**config.mk**
```make
export PLATFORM = sky130hd
export DESIGN_NAME = hld_ram
export DESIGN_NICKNAME = d
export VERILOG_FILES = /design/src/sv/hld_ram.sv
export SDC_FILE = /design/constraint.sdc
export NUM_CORES = 1
export LEC_CHECK = 0
export BUFFER_PORTS_ARGS = -buffer_cell sky130_fd_sc_hd__buf_2
export CORE_ASPECT_RATIO = 1.4
export CORE_MARGIN = 3
export CORE_UTILIZATION = 55
export DETAILED_ROUTE_END_ITERATION = 16
export GPL_ROUTABILITY_DRIVEN = 0
export HOLD_SLACK_MARGIN = 0.1
export PLACE_DENSITY = 0.71
export SLEW_MARGIN = 20
export SYNTH_ARGS = -nofsm -noshare
export SYNTH_HDL_FRONTEND = slang
export SYNTH_SLANG_ARGS = --single-unit
export TNS_END_PERCENT = 50
```
**constraint.sdc**
```tcl
create_clock -name clk -period 3.57 [get_ports clk]
set_input_delay 0.357 -clock clk [delete_from_list [all_inputs] [get_ports clk]]
set_output_delay 0.357 -clock clk [all_outputs]
set_load 0.005 [all_outputs]
```
**src/sv/hld_ram.sv**
```systemverilog
// ----------------------------------------------------------------------------
// hld_ram
// Generic RAM: one write port and two read ports, read data registered.
// ----------------------------------------------------------------------------
module hld_ram #(
    parameter int WIDTH = 8,
    parameter int DEPTH = 16
) (
    input  logic                                  clk,
    input  logic                                  we,
    input  logic [(DEPTH > 1 ? $clog2(DEPTH) : 1)-1:0] waddr,
    input  logic [WIDTH-1:0]                      wdata,
    input  logic [(DEPTH > 1 ? $clog2(DEPTH) : 1)-1:0] raddr_a,
    input  logic [(DEPTH > 1 ? $clog2(DEPTH) : 1)-1:0] raddr_b,
    output logic [WIDTH-1:0]                      rdata_a,
    output logic [WIDTH-1:0]                      rdata_b
);

    logic [WIDTH-1:0] mem [DEPTH];

    always_ff @(posedge clk)
    begin
        if (we)
        begin
            mem[waddr] <= wdata;
        end
        rdata_a <= mem[raddr_a];
        rdata_b <= mem[raddr_b];
    end

endmodule

```
==> flow_metrics.py, run 1 <==
metrics = {
    "clocking": {
        "cts.path.max_buffers": 2,
        "insertion_delay_ns": 0.42,
        "numCtsBuffers": 17,
        "root_buffer": "clkbuf_16",
        "cts_tree": "done",
        "cts.sinks": 144,
        "cts.clk_slew.worst_paths_ns": 0.06,
        "cts_hold_buf": 0,
        "cts_htree_levels": 4,
        "ctsResizeCount": 0,
        "cts_setup_buffers": 0,
    },
    "drt": {
        "dr_total_vias": 3336,
        "drc": 0,
        "ant_nets": 0,
        "dr.pass1.iters": 4,
        "wirelength_mm": 13.34,
        "vias_per_cell": 6.606,
        "routedWlPerCell_um": 26.41,
        "initialDrtViolationCount": 288,
    },
    "layout": {
        "finalNonFillerCells": 505,
        "syn2layout_area_growth_pct": 14.45,
        "ff_latch_area_um2": 4164,
        "multi_input_area_um2": 2009,
        "fillers": 765,
        "drive_gt1_share_pct": 30.77,
        "antennaDiodeCount": 0,
        "design_area_um2": 7263,
        "final_nets": 373,
    },
    "logic_synthesis": {
        "synth_cell_type_count": 20,
        "synth_nets": 329,
        "synth_seq_area_share_pct": 65.62,
        "yosys_warnings": 0,
        "synth_area_um2": 6346,
        "syn_area_per_cell_um2": 20.67,
        "synth-seq-cells": 144,
        "syn_inst": 307,
    },
    "job": {
        "drv_cap": 0,
    },
    "power": {
        "combPwrFrac_pct": 6.4,
        "intPower_mw": 3.320,
        "vdd_drop_max_v": 0.0003675,
        "switching_power_mw": 0.8279,
        "seq_power_share_pct": 45.8,
        "sw_frac_of_total_pct": 19.96,
        "p_leak_nw": 2.509,
        "power.share.clock_pct": 47.8,
        "powerDensity_nw_per_um2": 571.1,
    },
    "min_path": {
        "hold_class": "in2reg",
    },
    "placed_design": {
        "post-dp-hpwl_mm": 8.459,
        "io_buffers": 37,
        "dp_cells": 473,
        "placed_area_um2": 6595,
    },
    "grt": {
        "grt_antenna_before_repair": 0,
        "grt_overflow_total": 0,
        "grt_pass1_wl_mm": 20.36,
        "grt_pass1_vias": 3392,
        "grt_util_all_layers_pct": 21.85,
        "grt_max_degree": 33,
    },
    "die": {
        "die_w_um": 96.79,
        "die-area_um2": 12880,
        "core_area_um2": 11040,
        "start_util_pct": 57.51,
        "fp.dieH_um": 133.1,
        "num_io_pins": 38,
        "row_count": 45,
    },
    "setup_path": {
        "cp.arrival_ns": 2.26,
        "critPathLaunchType": "primary input",
        "endpoint_kind": "flip-flop",
        "cp.required_ns": 3.86,
        "critical_path_class": "in2reg",
        "path_max_fanout": 27,
    },
    "sta": {
        "finalCritPeriodShare_pct": 55.12,
        "rsz0062_at_grt": "false",
        "finClkSkew_ns": 0.009816,
        "tns_ns": 0,
        "maxSlewViolCount": 0,
        "fin_hold_ws_ns": 0.3295,
        "hold_viol": 0,
        "setup_viol": 0,
        "worstMarginPinSlew_ns": 1.018,
        "relSlewSlack_pct": 31.91,
        "fin_crit_ns": 1.968,
        "clock.fmax_mhz": 508.2,
    },
    "status": {
        "status": "finished, final reports clean",
    },
}
power by group through the flow:
| stage | clock network, mW | logic [mW] | registers [mW] |
|---|---|---|---|
| CTS | 2.00 | 0.268 | 1.90 |
| global placement | 0 | 0.263 | 1.93 |
| floorplan | 0 | 0.170 | 1.94 |
| finish | 1.98 | 0.265 | 1.90 |
| global route | 2.07 | 0.285 | 1.91 |
| detailed placement | 0 | 0.267 | 1.94 |
sequential cells by signal, summed over array words and instances, names as in the netlist:
| name | cells |
|---|---|
| rdata_b | 8 |
| rdata_a | 8 |
| mem | 128 |
synthesized netlist by cell type (all sizes together):
master,n,area share [%]
mux4,64,24
nand2b,2,0.20
dfxtp,16,5.0
clkdlybuf4s25,6,0.95
nand3b,2,0.24
nor2,14,0.83
or3b,1,0.14
nand2,17,1.0
buf,14,1.8
and2,2,0.20
nand3,1,0.079
edfxtp,128,61
and2b,2,0.24
a22oi,32,3.8
nor2b,2,0.20
nor3,4,0.32
kinds of logic after synthesis:
kind of cell,after synthesis,share of synthesized area (%)
AOI/OAI and AO/OA,32,3.785
buffers and inverters,20,2.721
DFF,144,65.62
muxes,64,24.45
and+or+nand+nor,47,3.430
worst max-delay path, cell delays in order:
cell     delay [ns]
buf_2          0.68
buf_4          0.32
mux4_1         0.56
a22oi_1        0.23
nand2_1        0.09
per-layer routing:
metal	GRT usage [%]	routed length [um]	up-vias
met5	0	0	-
met1	28.03	5175	1762
met4	8.353	248	0
met2	37.25	7125	125
met3	4.243	785	18
li1	-	-	1431
final timing paths:
kind / cells past startpoint / end / slack [ns] / start
worst max-delay path: 5 / rdata_a[1] / 1.60 / raddr_a[0]
worst min-delay path: 1 / mem[15][2] / 0.33 / wdata[2]
worst max register to register: 3 / rdata_b[7] / 2.12 / mem[3][7]
worst min register to register: 3 / rdata_a[3] / 0.69 / mem[14][3]
through the flow:
stage | util [%] | setup slack [ns] | power (mW)
2_1_floorplan | - | 1.720 | 2.107
3_3_place_gp | 59.76 | 1.232 | 2.197
3_5_place_dp | 59.76 | 1.171 | 2.204
4_1_cts | 65.82 | 1.599 | 4.166
5_1_grt | 65.82 | 1.525 | 4.263
6_report | 65.82 | 1.602 | 4.148
layout by cell type (no fill, tap or decap), drive strengths merged:
cell	instances
bufinv	6
or3b	1
mux4	64
nand2	17
nand3b	2
inv	1
nand3	1
edfxtp	128
and2	2
nor2b	2
nor2	14
clkinvlp	2
buf	45
a22oi	32
and2b	2
clkinv	5
clkbuf	18
nand2b	2
nor3	4
dfxtp	16
layout make-up:
class / count / area share (%)
Sequential cell: 144 / 57.33
Clock buffer: 18 / 5.909
Timing Repair Buffer: 45 / 3.376
Tap cell: 141 / 2.429
Clock inverter: 14 / 3.290
Multi-Input combinational cell: 143 / 27.67
Note: power is estimated with default switching activity, not from simulation.
==> inputs of run 2 (changes only) <==
- PLACE_DENSITY: 0.71 -> 0.74
- clock period: 3.57 -> 1.6 ns (I/O delays scaled with it)
==> run 2 against run 1 <==
  * Worst setup slack worse by 1.5 ns
  * Clock skew is 0.0029 ns lower
  * Global-route usage up 1.0 points
  * Sequential share of layout area down 1.2 points
  * Flip-flop and latch count unchanged
  * Sequential power rose by 120%
  * Design area grew 2.1%
  * Non-clock buffer count increased by 16
  * Highest routed layer unchanged
  * Combinational power grew 140%
  * Routed wire length rose by 5.7%
  * Hold slack worse by 0.20 ns
==> flow_metrics.py, run 2 (synthesis results as in run 1) <==
metrics = {
    "status": {
        "status": "finished, final reports clean",
    },
    "layout": {
        "drive_gt1_share_pct": 34.47,
        "layout_commonest_cell": "edfxtp_1",
        "regMostFlops": "mem",
        "largest_reg_flops": 128,
        "reg_top3": "mem: 128 flops, rdata_a: 8 flops, rdata_b: 8 flops",
        "syn2layout_area_growth_pct": 16.84,
        "final_cell_mix": "edfxtp_1, buf_2, mux4_2",
        "antennaDiodeCount": 0,
        "final_nets": 389,
    },
    "die": {
        "fp.dieH_um": 133.1,
        "num_io_pins": 38,
        "die_w_um": 96.79,
        "core_area_um2": 11040,
        "row_count": 45,
        "die-area_um2": 12880,
        "start_util_pct": 57.51,
    },
    "sta": {
        "worstMarginPinSlew_ns": 0.9013,
        "hold_viol": 0,
        "tns_ns": 0,
        "fin_crit_ns": 1.474,
        "rsz0062_at_grt": "false",
        "maxSlewViolCount": 0,
        "finalCritPeriodShare_pct": 92.14,
        "relSlewSlack_pct": 39.69,
        "setup_viol": 0,
        "clock.fmax_mhz": 678.3,
        "setup_slack_ns": 0.1258,
        "finClkSkew_ns": 0.006966,
    },
    "drt": {
        "dr_total_vias": 3419,
        "vias_per_cell": 6.562,
        "drc": 0,
        "initialDrtViolationCount": 316,
        "ant_nets": 0,
        "routedWlPerCell_um": 27.05,
        "dr.pass1.iters": 4,
        "wirelength_mm": 14.09,
    },
    "min_path": {
        "hold_class": "in2reg",
        "holdCritStartpoint": "wdata[4]",
        "whs_path_depth": 1,
        "min_to": "mem[11][4]",
    },
    "setup_path": {
        "cpPeakStageDelay_ns": 0.52,
        "reg2regPathDepth": 3,
        "slowest_stage": "mux4_1",
        "path_max_fanout": 2,
        "rr_startpoint": "mem[8][3]",
        "cp.required_ns": 1.89,
        "endpoint_kind": "flip-flop",
        "critPathLaunchType": "flip-flop",
        "cp_cell_sequence": "mux4_1, a22oi_1, nand2_1",
        "cp.arrival_ns": 1.77,
        "reg2reg_slack_ns": 0.13,
        "critical_path_class": "reg2reg",
        "r2r_end": "rdata_b[3]",
    },
    "power": {
        "p_total_mw": 8.958,
        "powerDensity_nw_per_um2": 1208,
        "p_leak_nw": 2.591,
        "vdd_drop_max_v": 0.0007786,
    },
    "clocking": {
        "cts_tree": "done",
        "cts.clk_slew.worst_paths_ns": 0.06,
        "ctsResizeCount": 0,
        "cts.sinks": 144,
        "insertion_delay_ns": 0.42,
        "cts_hold_buf": 0,
        "numCtsBuffers": 17,
        "cts.path.max_buffers": 2,
        "cts_setup_buffers": 0,
        "root_buffer": "clkbuf_16",
        "cts_htree_levels": 4,
    },
    "job": {
        "drv_cap": 0,
    },
    "placed_design": {
        "place_ws_ns": -0.03987,
        "post-dp-hpwl_mm": 9.120,
        "io_buffers": 37,
    },
    "grt": {
        "grt_antenna_before_repair": 0,
        "grt_pass1_vias": 3506,
        "grt_util_all_layers_pct": 22.86,
        "grt_overflow_total": 0,
        "grt_max_degree": 33,
        "grt_pass1_wl_mm": 21.16,
    },
}
[run 2: cell count changes in the layout (fill, tap and decap cells not counted)]
cell        before  now
clkinvlp_4       2    6
bufinv_16        6    4
buf_12           0    6
buf_4            8   18
clkinv_4         3    1
clkinv_1         1    0
inv_6            1    0
clkinv_2         1    4
clkbuf_1         1    0
nor3_2           0    1
nor3_1           4    3
[run 2: cell type report]
class	instances	area (um^2)
clock buffers	17	425.4
clock inverters	15	193.9
repair buffers	61	440.4
well taps	141	176.4
fillers	754	3621
multi-input cells	143	2014
flip-flops and latches	144	4164
[run 2: power by group]
group	internal (mW)	switching [mW]
clock network	2.59	1.47
logic	0.306	0.332
registers	4.21	0.0451
[run 2: through the flow]
step | util (%) | cells | instance area [um^2] | hold slack [ns]
floorplan | - | 307 | 6351 | 0.2589
global placement | 61.58 | 489 | 6795 | 0.5321
detailed placement | 61.58 | 489 | 6795 | 0.5355
CTS | 67.19 | 521 | 7415 | 0.1138
global route | 67.19 | 521 | 7415 | 0.1303
finish | 67.19 | 521 | 7415 | 0.1249
[run 2: worst max-delay path: cells and delay by family, from the launching register on]
family             cells  cell delay (ns)
muxes                  1             0.52
AOI/OAI and AO/OA      1             0.35
DFF                    1             0.40
and+or+nand+nor        1             0.08
[run 2: how the worst max path moves through the flow]
stage / start / end / slack, ns / depth (start not counted)
2_1_floorplan: waddr[2] / mem[3][0] / 0.17 / 2
3_3_place_gp: raddr_b[0] / rdata_b[3] / -0.07 / 5
3_5_place_dp: raddr_b[0] / rdata_b[3] / -0.04 / 5
4_1_cts: mem[3][0] / rdata_a[0] / 0.12 / 3
5_1_grt: mem[3][0] / rdata_a[0] / 0.05 / 3
6_report: mem[8][3] / rdata_b[3] / 0.13 / 3
[run 2: routing by layer]
| metal | vias up | global-route usage [%] | part of all wire, % |
|---|---|---|---|
| li1 | 1458 | - | - |
| met1 | 1817 | 28.33 | 39 |
| met2 | 124 | 39.55 | 54 |
| met3 | 20 | 4.348 | 5.2 |
| met4 | 0 | 9.758 | 1.7 |
| met5 | - | 0 | 0 |
==> inputs of run 3 (changes only) <==
- CORE_ASPECT_RATIO: 1.4 -> unset
- PLACE_DENSITY: 0.74 -> unset
- PLACE_DENSITY_LB_ADDON: unset -> 0.15
==> run 3 against run 2 <==
  * Register-to-register slack gained 0.03 ns
  * First-iteration DRC count grew 16%
  * Core utilization grew 0.30 points
  * Routed wire length grew 7.1%
  * Non-clock buffer count grew 9
  * Final cell count grew 1.5%
  * Hold slack gained 0.0013 ns
  * Combinational power grew 3.6%
  * Via count grew 4.2%
  * Critical path depth is the same
  * Die area shrank 0.14%
  * Critical endpoint is now rdata_a[0]
  * Largest power group unchanged
==> flow_metrics.py, run 3 (synthesis results as in run 1) <==
metrics = {
    "setup_path": {
        "crit_buf_inv": 0,
        "cp_cell_sequence": "mux4_4, a22oi_1, nand2_1",
        "cpPeakStageDelay_ns": 0.61,
        "cp.arrival_ns": 1.73,
        "path_max_fanout": 2,
        "critPathLaunchType": "flip-flop",
        "critical_path_class": "reg2reg",
        "critical_path_depth": 3,
        "cp.required_ns": 1.89,
        "crit_family": "multiplexers",
        "reg2regPathDepth": 3,
        "slowest_stage": "mux4_4",
        "endpoint_kind": "flip-flop",
    },
    "job": {
        "drv_cap": 0,
    },
    "sta": {
        "rsz0062_at_grt": "false",
        "clock.fmax_mhz": 691.9,
        "setup_viol": 0,
        "hold_viol": 0,
        "relSlewSlack_pct": 32.67,
        "setup_slack_ns": 0.1547,
        "finClkSkew_ns": 0.006379,
        "tns_ns": 0,
        "fin_hold_ws_ns": 0.1261,
        "maxSlewViolCount": 0,
        "worstMarginPinSlew_ns": 1.008,
        "fin_crit_ns": 1.445,
        "finalCritPeriodShare_pct": 90.33,
    },
    "die": {
        "die-area_um2": 12860,
        "start_util_pct": 57.28,
        "die_w_um": 113.4,
        "row_count": 38,
        "core_area_um2": 11080,
        "num_io_pins": 38,
        "fp.dieH_um": 113.4,
    },
    "power": {
        "seq_power_share_pct": 47.3,
        "powerDensity_nw_per_um2": 1202,
        "p_total_mw": 8.987,
        "power.share.clock_pct": 45.3,
        "p_leak_nw": 2.648,
        "vdd_drop_max_v": 0.0007178,
        "combPwrFrac_pct": 7.4,
        "switching_power_mw": 1.829,
        "intPower_mw": 7.157,
        "sw_frac_of_total_pct": 20.36,
    },
    "layout": {
        "drive_gt1_share_pct": 34.96,
        "syn2layout_area_growth_pct": 17.80,
        "finalNonFillerCells": 529,
        "reg_top3": "mem: 128 flops, rdata_a: 8 flops, rdata_b: 8 flops",
        "fillers": 705,
        "final_cell_mix": "edfxtp_1, buf_2, mux4_2",
        "final_nets": 398,
        "antennaDiodeCount": 0,
        "design_area_um2": 7476,
        "layout_commonest_cell": "edfxtp_1",
        "post-route-util_pct": 67.48,
        "largest_reg_flops": 128,
        "regMostFlops": "mem",
    },
    "placed_design": {
        "io_buffers": 37,
        "post-dp-hpwl_mm": 9.625,
        "dp_cells": 497,
        "placed_area_um2": 6862,
        "place_ws_ns": -0.06756,
    },
    "clocking": {
        "root_buffer": "clkbuf_16",
        "cts_htree_levels": 4,
        "cts.sinks": 144,
        "cts_setup_buffers": 0,
        "cts_tree": "done",
        "cts.clk_slew.worst_paths_ns": 0.06,
        "numCtsBuffers": 17,
        "cts.path.max_buffers": 2,
        "insertion_delay_ns": 0.42,
        "ctsResizeCount": 0,
        "cts_hold_buf": 0,
    },
    "drt": {
        "dr_total_vias": 3562,
        "dr.pass1.iters": 5,
        "wirelength_mm": 15.09,
        "ant_nets": 0,
        "routedWlPerCell_um": 28.53,
        "drc": 0,
        "initialDrtViolationCount": 367,
        "vias_per_cell": 6.733,
    },
    "grt": {
        "grt_antenna_before_repair": 0,
        "use_met2_pct": 40.64,
        "met3_usage_pct": 5.729,
        "grt_util_met1_pct": 33.71,
        "grt_pass1_wl_mm": 22.36,
        "grt_util_all_layers_pct": 24.82,
        "grt-busiest-layer": "met2",
        "grt_max_degree": 23,
        "grt_overflow_total": 0,
        "grt_pass1_vias": 3743,
    },
    "status": {
        "status": "finished, final reports clean",
    },
    "min_path": {
        "whs_path_depth": 1,
        "hold_class": "in2reg",
    },
}
[run 3: routing by layer]
layer / up-vias / share of wire [%]
met5: - / 0
met4: 0 / 1.4
met3: 21 / 9.1
met2: 192 / 50
met1: 1866 / 39
li1: 1483 / -
[run 3: worst reg2reg max path, stage by stage (launching register included)]
cell and delay, ns:
edfxtp_1 0.39, mux4_4 0.61, a22oi_1 0.24, nand2_1 0.08
[run 3: final timing paths]
check	from	end	slack, ns
min	wdata[5]	mem[0][5]	0.13
max	mem[2][0]	rdata_a[0]	0.15
max reg2reg	mem[2][0]	rdata_a[0]	0.15
min reg2reg	mem[7][2]	rdata_a[2]	0.69
[run 3: power by group through the flow]
stage	logic, mW	clock network (mW)	registers, mW
floorplan	0.380	0	4.32
detailed placement	0.653	0	4.33
global route	0.705	4.28	4.26
finish	0.661	4.07	4.25
global placement	0.646	0	4.32
CTS	0.661	4.09	4.25
[run 3: area by class of cell]
class / instances / area [um^2] / share of cell area, %
Sequential cell: 144 / 4164 / 55.70
Timing Repair Buffer: 70 / 508.0 / 6.795
Multi-Input combinational cell: 143 / 2014 / 26.95
Clock inverter: 12 / 167.7 / 2.243
Tap cell: 140 / 175.2 / 2.343
Clock buffer: 20 / 446.7 / 5.975
