==> src/sv/hld_pkg.sv <==
// ----------------------------------------------------------------------------
// hld_pkg
// Types and constants shared by the hub label distance query block.
// ----------------------------------------------------------------------------
package hld_pkg;

    localparam int VERTEX_W = 10;
    localparam int SLOT_W   = 6;
    localparam int HUB_W    = 10;
    localparam int HDIST_W  = 31;
    localparam int DIST_W   = 32;

    // Request type codes.
    localparam logic REQ_WRITE = 1'b0;
    localparam logic REQ_QUERY = 1'b1;

    // Distance reported when the two lists share no hub.
    localparam logic [DIST_W-1:0] DIST_NONE = '1;

    typedef struct packed {
        logic                req_type;
        logic [VERTEX_W-1:0] vertex;
        logic [SLOT_W-1:0]   slot;
        logic [HUB_W-1:0]    hub;
        logic [HDIST_W-1:0]  hub_distance;
        logic                last_entry;
        logic [VERTEX_W-1:0] other_vertex;
    } req_t;

    typedef struct packed {
        logic [DIST_W-1:0] distance;
        logic              found;
    } res_t;

    // One stored label entry.
    typedef struct packed {
        logic [HUB_W-1:0]   hub;
        logic [HDIST_W-1:0] hdist;
    } entry_t;

    // Status from the merge engine to the control.
    typedef struct packed {
        logic              done;
        logic              found;
        logic [DIST_W-1:0] distance;
    } merge_status_t;

endpackage

==> src/sv/hld_merge.sv <==
// ----------------------------------------------------------------------------
// hld_merge
// Merge-walk engine: holds the current head entry of each list and takes
// one step per cycle, keeping the minimum summed distance over shared hubs.
// ----------------------------------------------------------------------------
module hld_merge #(
    parameter int LABEL_SLOTS = 64
) (
    input  logic                                    clk,
    input  logic                                    rst_n,
    input  logic                                    load,
    input  logic                                    walk,
    input  logic [$clog2(LABEL_SLOTS+1)-1:0]        len_a,
    input  logic [$clog2(LABEL_SLOTS+1)-1:0]        len_b,
    input  hld_pkg::entry_t                         ent_a,
    input  hld_pkg::entry_t                         ent_b,
    output logic [$clog2(LABEL_SLOTS+1):0]          rd_idx_a,
    output logic [$clog2(LABEL_SLOTS+1):0]          rd_idx_b,
    output hld_pkg::merge_status_t                  status
);

    import hld_pkg::*;

    localparam int LW = $clog2(LABEL_SLOTS + 1);

    logic [LW-1:0]     na_reg, na_next, nb_reg, nb_next;
    logic [LW-1:0]     i_reg, i_next, j_reg, j_next;
    entry_t            head_a_reg, head_a_next, head_b_reg, head_b_next;
    logic [DIST_W-1:0] best_reg, best_next;
    logic              found_reg, found_next;

    logic              active, hub_eq, hub_lt, adv_a, adv_b, take;
    logic [DIST_W-1:0] sum;

    always_comb
    begin
        active = (i_reg < na_reg) && (j_reg < nb_reg);
        hub_eq = head_a_reg.hub == head_b_reg.hub;
        hub_lt = head_a_reg.hub < head_b_reg.hub;
        sum    = DIST_W'(head_a_reg.hdist) + DIST_W'(head_b_reg.hdist);
        adv_a  = walk && active && (hub_eq || hub_lt);
        adv_b  = walk && active && !hub_lt;
        take   = walk && active && hub_eq && (!found_reg || (sum < best_reg));

        na_next     = na_reg;
        nb_next     = nb_reg;
        i_next      = i_reg + LW'(adv_a);
        j_next      = j_reg + LW'(adv_b);
        head_a_next = adv_a ? ent_a : head_a_reg;
        head_b_next = adv_b ? ent_b : head_b_reg;
        best_next   = take ? sum : best_reg;
        found_next  = found_reg || (walk && active && hub_eq);

        if (load)
        begin
            na_next     = len_a;
            nb_next     = len_b;
            i_next      = '0;
            j_next      = '0;
            head_a_next = ent_a;
            head_b_next = ent_b;
            best_next   = DIST_NONE;
            found_next  = 1'b0;
        end

        // The RAM is always fetching the entry after the head.
        rd_idx_a = {1'b0, i_next} + (LW+1)'(1);
        rd_idx_b = {1'b0, j_next} + (LW+1)'(1);

        status.done     = walk && !active;
        status.found    = found_reg;
        status.distance = best_reg;
    end

    always_ff @(posedge clk or negedge rst_n)
    begin
        if (!rst_n)
        begin
            na_reg    <= '0;
            nb_reg    <= '0;
            i_reg     <= '0;
            j_reg     <= '0;
            found_reg <= 1'b0;
        end
        else
        begin
            na_reg    <= na_next;
            nb_reg    <= nb_next;
            i_reg     <= i_next;
            j_reg     <= j_next;
            found_reg <= found_next;
        end
    end

    always_ff @(posedge clk)
    begin
        head_a_reg <= head_a_next;
        head_b_reg <= head_b_next;
        best_reg   <= best_next;
    end

endmodule

==> config.mk <==
export PLATFORM = sky130hd
export DESIGN_NAME = hld_merge
export DESIGN_NICKNAME = d
export VERILOG_FILES = /design/src/sv/hld_pkg.sv /design/src/sv/hld_merge.sv
export SDC_FILE = /design/constraint.sdc
export NUM_CORES = 1
export LEC_CHECK = 0
export ABC_AREA = 1
export BUFFER_PORTS_ARGS = -buffer_cell sky130_fd_sc_hd__buf_4
export CORE_MARGIN = 1.5
export CORE_UTILIZATION = 50
export CTS_CLUSTER_DIAMETER = 100
export DETAILED_ROUTE_END_ITERATION = 16
export GPL_ROUTABILITY_DRIVEN = 0
export PLACE_DENSITY = 0.8
export SETUP_SLACK_MARGIN = 0.4
export SLEW_MARGIN = 30
export SYNTH_ARGS = -nofsm -noshare
export SYNTH_HDL_FRONTEND = slang
export SYNTH_SLANG_ARGS = --single-unit
==> constraint.sdc <==
create_clock -name clk -period 10.05 [get_ports clk]
set_input_delay 2.5125 -clock clk [delete_from_list [all_inputs] [get_ports clk]]
set_output_delay 2.5125 -clock clk [all_outputs]
set_load 0.01 [all_outputs]
==> flow_summary.json, run 1 <==
{
  "synth_cells": 1033,
  "syn-num-nets": 1224,
  "yosysWarningCount": 0,
  "crit_arrival_ns": 4.55,
  "crit_cells": 9,
  "fmax_ghz": 0.142,
  "power.density_nw_per_um2": 160,
  "crit-reg2reg-launch": "head_a_reg[0]",
  "finalHoldViolations": 0,
  "core_sq_um": 16700,
  "path_buf_inv": 4,
  "cts_setup_buffers": 0,
  "yosys-top-cells-count": "nand2_1, inv_1, nand3_1",
  "p_leak_nw": 5.67,
  "diodes": 0,
  "setup-tns-final_ns": 0,
  "relSlewSlack_pct": 47.5,
  "start_util_pct": 51.6,
  "ctsHoldBuffers": 0,
  "cts_buffers": 17,
  "num_rows": 47,
  "maxSlewViolCount": 0,
  "die-width_um": 134,
  "cts_resized": 0,
  "antenna_found_initial": 0,
  "grt_pass1_wl_um": 31900,
  "drt_iter0_markers": 432,
  "crit_fanout": 42,
  "drtPass1Iterations": 5,
  "clock_path_buffers": 2,
  "wl_um": 19400,
  "setup_viol": 0,
  "vdd_drop_max_v": 0.000130,
  "yosysSeqAreaShare_pct": 44.4,
  "hold_start": "best_reg[23]",
  "htree_num_levels": 4,
  "critPathTopFamily": "buffers and inverters",
  "io_pins": 150,
  "syn_area_sq_um": 8620,
  "r2r_cells": 22,
  "wl_per_cell_um": 13.7,
  "ys.flop_type": "edfxtp_1",
  "synthTopCellsByArea": "edfxtp_1, ha_1, nand2_1",
  "max_cap_violations": 0,
  "criticalPathCategory": "in2out",
  "cp-start-kind": "input pin",
  "worst_setup_path_end_kind": "output port",
  "cts.reportedPaths.clkPinSlew_ns": 0.06,
  "syn_avg_cell_area_sq_um": 8.35,
  "required_ns": 7.54,
  "fp.dieH_um": 134,
  "port_buffers": 149,
  "ys_ff_latch": 143,
  "clockRootBuffer": "clkbuf_16",
  "via_per_inst": 5.07,
  "min_path_cells": 2,
  "dpl.hpwl_um": 15200,
  "worst_clock_skew_ns": 0.00823,
  "synth_edf_count": 82,
  "run_status": "completed",
  "worst_pin_slew_ns": 0.788,
  "holdWs_ns": 0.486,
  "final.min_clock_period_ns": 7.06,
  "worstPathCellList": "buf_4 -> inv_2 -> nand2_1 -> inv_1 -> ha_1 -> nand3_1 -> nor3_2 -> xor2_1 -> buf_4",
  "grt_max_degree": 43,
  "synthDistinctLibCells": 36,
  "slowest_stage": "inv_2",
  "synth_top_area_share_pct": 28.6,
  "synth_top_area_cell": "edfxtp_1",
  "fin_crit_sh_pct": 70.3,
  "grt_usage_pct": 22.5,
  "grt_pass1_vias": 6897,
  "rsz0062_at_grt": "no",
  "worstSkewPairLatency_ns": 0.43,
  "vias": 7185,
  "cp-startpoint": "load",
  "hp-class": "reg2reg",
  "yosys.cell_count.top_type": "nand2_1",
  "cts_tree": "built",
  "drc": 0,
  "layout.nets": 1375,
  "grt_overflow": 0,
  "slowest_delay_ns": 0.60,
  "cts.sinks": 143,
  "die_area_sq_um": 18000,
  "postRouteAntennaNets": 0,
  "synthArstFlopShare_pct": 20.3,
  "drive_above_1_share_pct": 16.6,
  "syn2layout_area_growth_pct": 21.7,
  "crit_top_cell": "buf_4"
}
-- path summary, 6_finish.rpt --
| path | to | slack, ns |
|---|---|---|
| max | rd_idx_a[6] | 2.99 |
| min | best_reg[23] | 0.49 |
| max reg2reg | best_reg[27] | 6.33 |
| min reg2reg | best_reg[23] | 0.49 |
| max in group asynchronous | found_reg | 7.75 |
| min in group asynchronous | na_reg[2] | 2.00 |
-- per-stage QoR --
stage | instance area (sq um) | worst slack (ns) | cells | power, mW | utilization [%]
finish | 10500 | 2.99 | 1417 | 1.68 | 62.9
global route | 10500 | 2.75 | 1417 | 1.77 | 62.9
CTS | 10500 | 2.96 | 1417 | 1.69 | 62.8
detailed placement | 9920 | 2.97 | 1385 | 1.08 | 59.4
global placement | 9890 | 3.06 | 1384 | 1.06 | 59.2
floorplan | 8620 | 3.43 | 1033 | 0.953 | -
-- final cells by class --
class                      count  area (sq um)
fill                        1428          6200
multi-input combinational    706          4050
sequential                   143          3830
timing repair buffer         150          1150
inverter                     166           623
clock buffer                  17           425
tap                          220           275
clock inverter                15           145
-- worst reg2reg max path, stage by stage (launching register included) --
cell and delay (ns):
edfxtp_1 0.32, ha_1 0.17, inv_1 0.06, fa_1 0.39, inv_1 0.09, nand4_1 0.10
nand2_1 0.16, nand2_1 0.08, nand2_1 0.15, xor2_1 0.30, ha_1 0.30, nand2_1 0.07
inv_1 0.05, nand3_1 0.09, inv_1 0.06, a21oi_1 0.14, nand2_1 0.09, nand2_1 0.06
nand2_1 0.08, nand2_4 0.30, nand2_4 0.31, nand2_1 0.16, nand3_1 0.07
-- power breakdown --
group	switching (mW)	internal (mW)	leakage [nW]	total, mW
clock	0.244	0.363	0.282	0.608
sequential	0.0132	0.667	1.45	0.681
combinational	0.249	0.143	3.93	0.392
-- per-layer routing --
| layer | wire length [um] | GRT usage (%) | up-vias |
|---|---|---|---|
| li1 | - | - | 3703 |
| met1 | 8510 | 28.7 | 3233 |
| met2 | 9070 | 36.6 | 207 |
| met3 | 1310 | 5.40 | 42 |
| met4 | 535 | 9.50 | 0 |
| met5 | 0 | 0 | - |
-- cell usage in the layout (no fill, tap or decap), types with 6 or more instances in the layout --
cell	synthesis	layout
nand2_1	276	275
inv_1	165	165
buf_4	2	149
nand3_1	106	106
ha_1	90	90
edfxtp_1	82	82
a21oi_1	60	60
nor2_1	59	59
o21ai_0	35	35
dfxtp_1	32	32
dfrtp_1	29	29
xor2_1	22	22
clkbuf_16	0	17
nand4_1	9	9
nor3_1	8	8
o21a_1	6	6
nor3_2	6	6
-- cell families (layout without fill, tap and decap cells) --
kind of cell	after synthesis	count (layout)	share of synthesized area, %
flops	143	143	44.4
xor+xnor	23	23	2.34
compound gates	111	111	6.91
simple gates	481	481	24.4
fa+ha+maj	91	91	13.3
buf+inv	184	348	8.68
No activity file was read; power rests on OpenSTA's default activity.
==> run 2, diff against run 1 <==
--- a/config.mk
+++ b/config.mk
@@ -5,14 +5,14 @@
 export SDC_FILE = /design/constraint.sdc
 export NUM_CORES = 1
 export LEC_CHECK = 0
-export ABC_AREA = 1
+export ABC_AREA = 0
 export BUFFER_PORTS_ARGS = -buffer_cell sky130_fd_sc_hd__buf_4
 export CORE_MARGIN = 1.5
 export CORE_UTILIZATION = 50
 export CTS_CLUSTER_DIAMETER = 100
 export DETAILED_ROUTE_END_ITERATION = 16
 export GPL_ROUTABILITY_DRIVEN = 0
-export PLACE_DENSITY = 0.8
+export PLACE_DENSITY = 0.81
 export SETUP_SLACK_MARGIN = 0.4
 export SLEW_MARGIN = 30
 export SYNTH_ARGS = -nofsm -noshare
==> constraint.sdc (replaced) <==
create_clock -name clk -period 6.6 [get_ports clk]
set_input_delay 1.65 -clock clk [delete_from_list [all_inputs] [get_ports clk]]
set_output_delay 1.65 -clock clk [all_outputs]
set_load 0.01 [all_outputs]
==> run 2 against run 1 <==
Against the previous run: clock power increased by 55%; non-clock buffer count unchanged; count of clock-buffer cells in the layout increased by 1; sequential share of layout area increased by 2.6 points; sequential power increased by 51%; critical path depth increased by 3; synthesized cell count decreased by 28%; register-to-register slack got worse by 5.1 ns; largest power group unchanged.
==> flow_summary.json, run 2 <==
{
  "die-width_um": 129,
  "slowest_delay_ns": 0.43,
  "worst_setup_path_end_kind": "output port",
  "rsz0062_at_grt": "no",
  "syn-num-nets": 930,
  "crit-reg2reg-launch": "head_a_reg[0]",
  "r2r_cells": 19,
  "crit_fanout": 5,
  "grt_overflow": 0,
  "rrSetupSlack_ns": 1.25,
  "ys_ff_latch": 143,
  "final.min_clock_period_ns": 5.89,
  "drive_above_1_share_pct": 21.5,
  "crit_arrival_ns": 4.24,
  "num_rows": 45,
  "stdcell_count": 1110,
  "synth_top_area_share_pct": 31.0,
  "dp_slack_ns": 0.703,
  "path_buf_inv": 2,
  "finalHoldViolations": 0,
  "cts.reportedPaths.clkPinSlew_ns": 0.06,
  "port_buffers": 149,
  "grt_usage_pct": 21.1,
  "hp-class": "reg2reg",
  "clock_power_share_pct": 37.4,
  "fp.dieH_um": 129,
  "required_ns": 4.95,
  "synth_edf_count": 82,
  "diodes": 0,
  "layout.nets": 1077,
  "worst_pin_slew_ns": 0.824,
  "synthMuxAreaShare_pct": 0.284,
  "grt_max_degree": 82,
  "worst_clock_skew_ns": 0.0121,
  "synth_top_family_by_area": "compound AO/OA/AOI/OAI gates",
  "ys.flop_type": "edfxtp_1",
  "yosysSeqAreaShare_pct": 48.2,
  "synth_xor_area_share_pct": 4.85,
  "relSlewSlack_pct": 45.1,
  "drc": 0,
  "synth_top_area_cell": "edfxtp_1",
  "clock_path_buffers": 2,
  "ctsHoldBuffers": 0,
  "synthArstFlopShare_pct": 20.3,
  "syn_area_sq_um": 7940,
  "setup-tns-final_ns": 0,
  "cts_resized": 0,
  "rr_endpoint": "best_reg[0]",
  "comb_power_share_pct": 21.7,
  "vias": 5933,
  "grt_pass1_vias": 5749,
  "p_leak_nw": 4.61,
  "yosys-top-cells-count": "ha_1, edfxtp_1, inv_1",
  "cts_tree": "built",
  "final_common_cell": "buf_4",
  "clockRootBuffer": "clkbuf_16",
  "cts_setup_buffers": 0,
  "setup_viol": 0,
  "synth_compound_area_share_pct": 16.1,
  "synthAdderAreaFrac_pct": 14.4,
  "fmax_ghz": 0.170,
  "dp_cells": 1078,
  "max_cap_violations": 0,
  "cp-start-kind": "input pin",
  "htree_num_levels": 4,
  "yosys.cell_count.top_type": "ha_1",
  "run_status": "completed",
  "min_path_cells": 1,
  "holdWs_ns": 0.511,
  "hold_start": "nb_reg[0]",
  "min_to": "nb_reg[0]",
  "core_sq_um": 15400,
  "finalWorstSetupSlack_ns": 0.708,
  "wl_per_cell_um": 15.3,
  "maxSlewViolCount": 0,
  "worstPathCellList": "buf_4 -> nand2_1 -> nor4b_2 -> a21boi_0 -> ha_1 -> ha_1 -> xnor2_1 -> nor2_1 -> nand3_1 -> nor4_1 -> and3_1 -> buf_4",
  "syn2layout_area_growth_pct": 23.4,
  "drt_iter0_markers": 389,
  "vdd_drop_max_v": 0.000204,
  "start_util_pct": 51.7,
  "final_cell_mix": "buf_4, ha_1, edfxtp_1",
  "cts_buffers": 17,
  "wl_um": 17000,
  "critPathTopFamily": "simple AND/OR/NAND/NOR gates",
  "criticalPathCategory": "in2out",
  "p_int_mw": 1.83,
  "synth-simple-area-share_pct": 11.6,
  "io_pins": 150,
  "via_per_inst": 5.35,
  "synthDistinctLibCells": 60,
  "synthTopCellsByArea": "edfxtp_1, ha_1, dfrtp_1",
  "switching_share_pct": 27.5,
  "netSwitchingPower_mw": 0.694,
  "syn_avg_cell_area_sq_um": 10.7,
  "yosysWarningCount": 0,
  "seq_power_share_pct": 40.9,
  "worstSkewPairLatency_ns": 0.42,
  "cts.sinks": 143,
  "antenna_found_initial": 0,
  "synth_cells": 739,
  "die_area_sq_um": 16700,
  "power.density_nw_per_um2": 258,
  "grt_pass1_wl_um": 27000,
  "dpl.hpwl_um": 12400,
  "fin_crit_sh_pct": 89.3,
  "drtPass1Iterations": 5,
  "postRouteAntennaNets": 0,
  "slowest_stage": "nor4b_2"
}
-- run 2: cell types whose count changed in the layout (fill, tap and decap cells not counted), moves of 6 or more --
cell,change
a211o_1,+33
nor3_2,-6
nand2_1,-231
inv_1,-100
a21oi_1,-14
nand3_1,-92
xnor2_1,+25
nor2b_1,+14
a21o_1,+20
a31oi_1,+6
o21ai_0,-7
-- run 2: power groups by stage --
stage          logic (mW)  clock network, mW  registers (mW)
2_1_floorplan       0.382                  0            1.05
3_3_place_gp        0.524                  0            1.05
3_5_place_dp        0.538                  0            1.05
4_1_cts             0.547              0.961            1.03
5_1_grt             0.613               1.00            1.04
6_report            0.549              0.944            1.03
-- run 2: worst max path at each step --
stage                     slack (ns)     endpoint  startpoint  cells after the start
after global routing            0.46  rd_idx_a[5]        walk                     12
final                           0.71  rd_idx_a[7]        walk                     12
after CTS                       0.72  rd_idx_a[5]        walk                     12
after global placement          0.95  rd_idx_a[7]        walk                     12
after detailed placement        0.70  rd_idx_a[5]        walk                     12
after floorplan                 1.39  rd_idx_a[5]        walk                     10
-- run 2: metrics by stage --
step	utilization (%)	cell area [sq um]	power (mW)
after floorplan	-	7940	1.43
after global placement	60.0	9220	1.57
after detailed placement	60.0	9220	1.59
after CTS	63.8	9800	2.54
after global routing	63.8	9800	2.66
final	63.8	9800	2.53
-- run 2: per-layer routing --
| metal | vias up | wire length, um | GRT usage (%) |
|---|---|---|---|
| met2 | 152 | 8150 | 34.9 |
| met4 | 0 | 469 | 9.25 |
| met1 | 2778 | 7520 | 26.0 |
| met5 | - | 0 | 0 |
| li1 | 2974 | - | - |
| met3 | 29 | 848 | 5.90 |
-- run 2: kinds of logic after synthesis --
kind of cell    count (synthesis)
compound gates                180
xor+xnor                       44
fa+ha+maj                      91
buf+inv                        87
flops                         143
mux                             2
simple gates                  192
-- run 2: layout make-up --
cell class / instances / area [sq um]
clock buffer: 18 / 429
clock inverter: 14 / 149
fill: 1203 / 5570
inverter: 65 / 244
multi-input combinational: 509 / 3760
sequential: 143 / 3830
tap: 211 / 264
timing repair buffer: 150 / 1130
==> run 3, diff against run 2 <==
--- a/config.mk
+++ b/config.mk
@@ -9,6 +9,7 @@
 export BUFFER_PORTS_ARGS = -buffer_cell sky130_fd_sc_hd__buf_4
 export CORE_MARGIN = 1.5
 export CORE_UTILIZATION = 50
+export CTS_BUF_LIST = sky130_fd_sc_hd__clkbuf_2 sky130_fd_sc_hd__clkbuf_4 sky130_fd_sc_hd__clkbuf_8
 export CTS_CLUSTER_DIAMETER = 100
 export DETAILED_ROUTE_END_ITERATION = 16
 export GPL_ROUTABILITY_DRIVEN = 0
==> constraint.sdc (replaced) <==
create_clock -name clk -period 5.85 [get_ports clk]
set_input_delay 1.4625 -clock clk [delete_from_list [all_inputs] [get_ports clk]]
set_output_delay 1.4625 -clock clk [all_outputs]
set_load 0.01 [all_outputs]
==> run 3 against run 2 <==
Against the previous run: die area is the same; cell area is 0.96% lower; utilization is 0.61 points lower; count of clock-buffer cells in the layout up 1; setup slack worse by 0.084 ns; register-to-register slack got worse by 0.35 ns; clock power fell by 21%; routed wire length decreased by 2.6%; critical path depth rose by 3; global-route usage decreased by 0.47 points.
==> flow_summary.json, run 3 (synthesis results as in run 2) <==
{
  "wl_um": 16500,
  "slowest_delay_ns": 0.37,
  "worst_pin_slew_ns": 0.839,
  "clock_path_buffers": 2,
  "required_ns": 4.39,
  "dp_slack_ns": 0.312,
  "worst_clock_skew_ns": 0.0143,
  "core_sq_um": 15400,
  "run_status": "completed",
  "via_per_inst": 5.26,
  "die_area_sq_um": 16700,
  "power_mw": 2.53,
  "grt_usage_pct": 20.6,
  "grt_pass1_wl_um": 26500,
  "layout.nets": 1080,
  "switching_share_pct": 29.3,
  "drc": 0,
  "rsz0062_at_grt": "no",
  "place_area_sq_um": 9230,
  "vdd_drop_max_v": 0.000212,
  "finalHoldViolations": 0,
  "slowest_stage": "dfrtp_1",
  "syn2layout_area_growth_pct": 22.2,
  "cts_tree": "built",
  "clock_power_share_pct": 29.5,
  "start_util_pct": 51.7,
  "finalWorstSetupSlack_ns": 0.624,
  "criticalPathCategory": "reg2out",
  "diodes": 0,
  "comb_power_share_pct": 24.5,
  "cts_buffers": 17,
  "final_cell_mix": "buf_4, ha_1, edfxtp_1",
  "drive_above_1_share_pct": 23.4,
  "antenna_found_initial": 0,
  "stdcell_count": 1113,
  "holdWs_ns": 0.514,
  "worstPathCellList": "inv_2 -> ha_4 -> a21o_1 -> a21o_1 -> a221oi_2 -> nor4b_4 -> a21boi_4 -> ha_2 -> ha_2 -> xnor2_1 -> nor2_2 -> nand3_2 -> nor4_4 -> xor2_1 -> buf_4",
  "final_common_cell": "buf_4",
  "relSlewSlack_pct": 44.1,
  "setup-tns-final_ns": 0,
  "num_rows": 45,
  "final.min_clock_period_ns": 5.23,
  "grt_pass1_vias": 5674,
  "drt_iter0_markers": 309,
  "stdcell_area_sq_um": 9710,
  "cts.reportedPaths.clkPinSlew_ns": 0.07,
  "p_int_mw": 1.79,
  "postRouteAntennaNets": 0,
  "drtPass1Iterations": 5,
  "crit_arrival_ns": 3.76,
  "cts.sinks": 143,
  "die-width_um": 129,
  "vias": 5855,
  "grt_max_degree": 82,
  "grt_overflow": 0,
  "netSwitchingPower_mw": 0.740,
  "ctsHoldBuffers": 0,
  "maxSlewViolCount": 0,
  "seq_power_share_pct": 46.0,
  "cp-start-kind": "register",
  "wl_per_cell_um": 14.9,
  "io_pins": 150,
  "max_cap_violations": 0,
  "crit_fanout": 5,
  "clockRootBuffer": "clkbuf_8",
  "fmax_ghz": 0.191,
  "worst_setup_path_end_kind": "output port",
  "fp.dieH_um": 129,
  "htree_num_levels": 4,
  "p_leak_nw": 4.56,
  "fin_crit_sh_pct": 89.3,
  "dp_cells": 1078,
  "setup_viol": 0,
  "dpl.hpwl_um": 12400,
  "hp-class": "reg2reg",
  "port_buffers": 149,
  "worstSkewPairLatency_ns": 0.44,
  "power.density_nw_per_um2": 260,
  "final_util_pct": 63.1
}
[run 3: power groups by stage]
stage | clock network [mW] | registers (mW) | logic, mW
after floorplan | 0 | 1.18 | 0.431
after detailed placement | 0 | 1.19 | 0.606
after CTS | 0.767 | 1.16 | 0.613
final | 0.746 | 1.16 | 0.618
after global routing | 0.808 | 1.17 | 0.697
after global placement | 0 | 1.18 | 0.591
[run 3: worst max-delay path: cells and delay by family, from the launching register on]
kind | cells | cell delay (ns)
XOR/XNOR | 2 | 0.26
AND/OR/NAND/NOR | 4 | 0.97
adder cells (fa/ha/maj) | 3 | 0.58
flip-flops | 1 | 0.37
AO/OA/AOI/OAI | 4 | 0.90
buffers and inverters | 2 | 0.22
[run 3: repair_timing]
item / CTS / global route
gates resized for setup: 4 / 12
pin swaps: 0 / 5
setup buffers: 0 / 3
cloned: 0 / 0
endpoints found under the setup margin: 5 / 6
[run 3: area by class of cell]
| class | instances | area (sq um) |
|---|---|---|
| clock inverters | 13 | 121 |
| repair buffers | 153 | 1160 |
| multi-input cells | 509 | 3840 |
| well taps | 211 | 264 |
| inverters | 65 | 244 |
| fillers | 1249 | 5670 |
| clock buffers | 19 | 249 |
| flip-flops and latches | 143 | 3830 |
[run 3: path summary, 6_finish.rpt]
check / startpoint / cells past startpoint / slack, ns / end
setup / recovery: nb_reg[4] / 15 / 0.62 / rd_idx_a[5]
hold / removal: na_reg[0] / 1 / 0.51 / na_reg[0]
setup reg to reg: head_a_reg[0] / 19 / 0.90 / best_reg[29]
hold reg to reg: na_reg[0] / 1 / 0.51 / na_reg[0]
max in group asynchronous: rst_n / 1 / 4.65 / na_reg[5]
min in group asynchronous: rst_n / 1 / 0.93 / nb_reg[3]
[run 3: layer usage]
layer / wire [um] / vias up / share of wire [%] / GRT usage (%)
met5: 0 / - / 0 / 0
met4: 202 / 0 / 1.2 / 6.61
met3: 792 / 15 / 4.8 / 5.37
met2: 8300 / 147 / 50 / 35.6
met1: 7240 / 2713 / 44 / 25.4
li1: - / 2980 / - / -
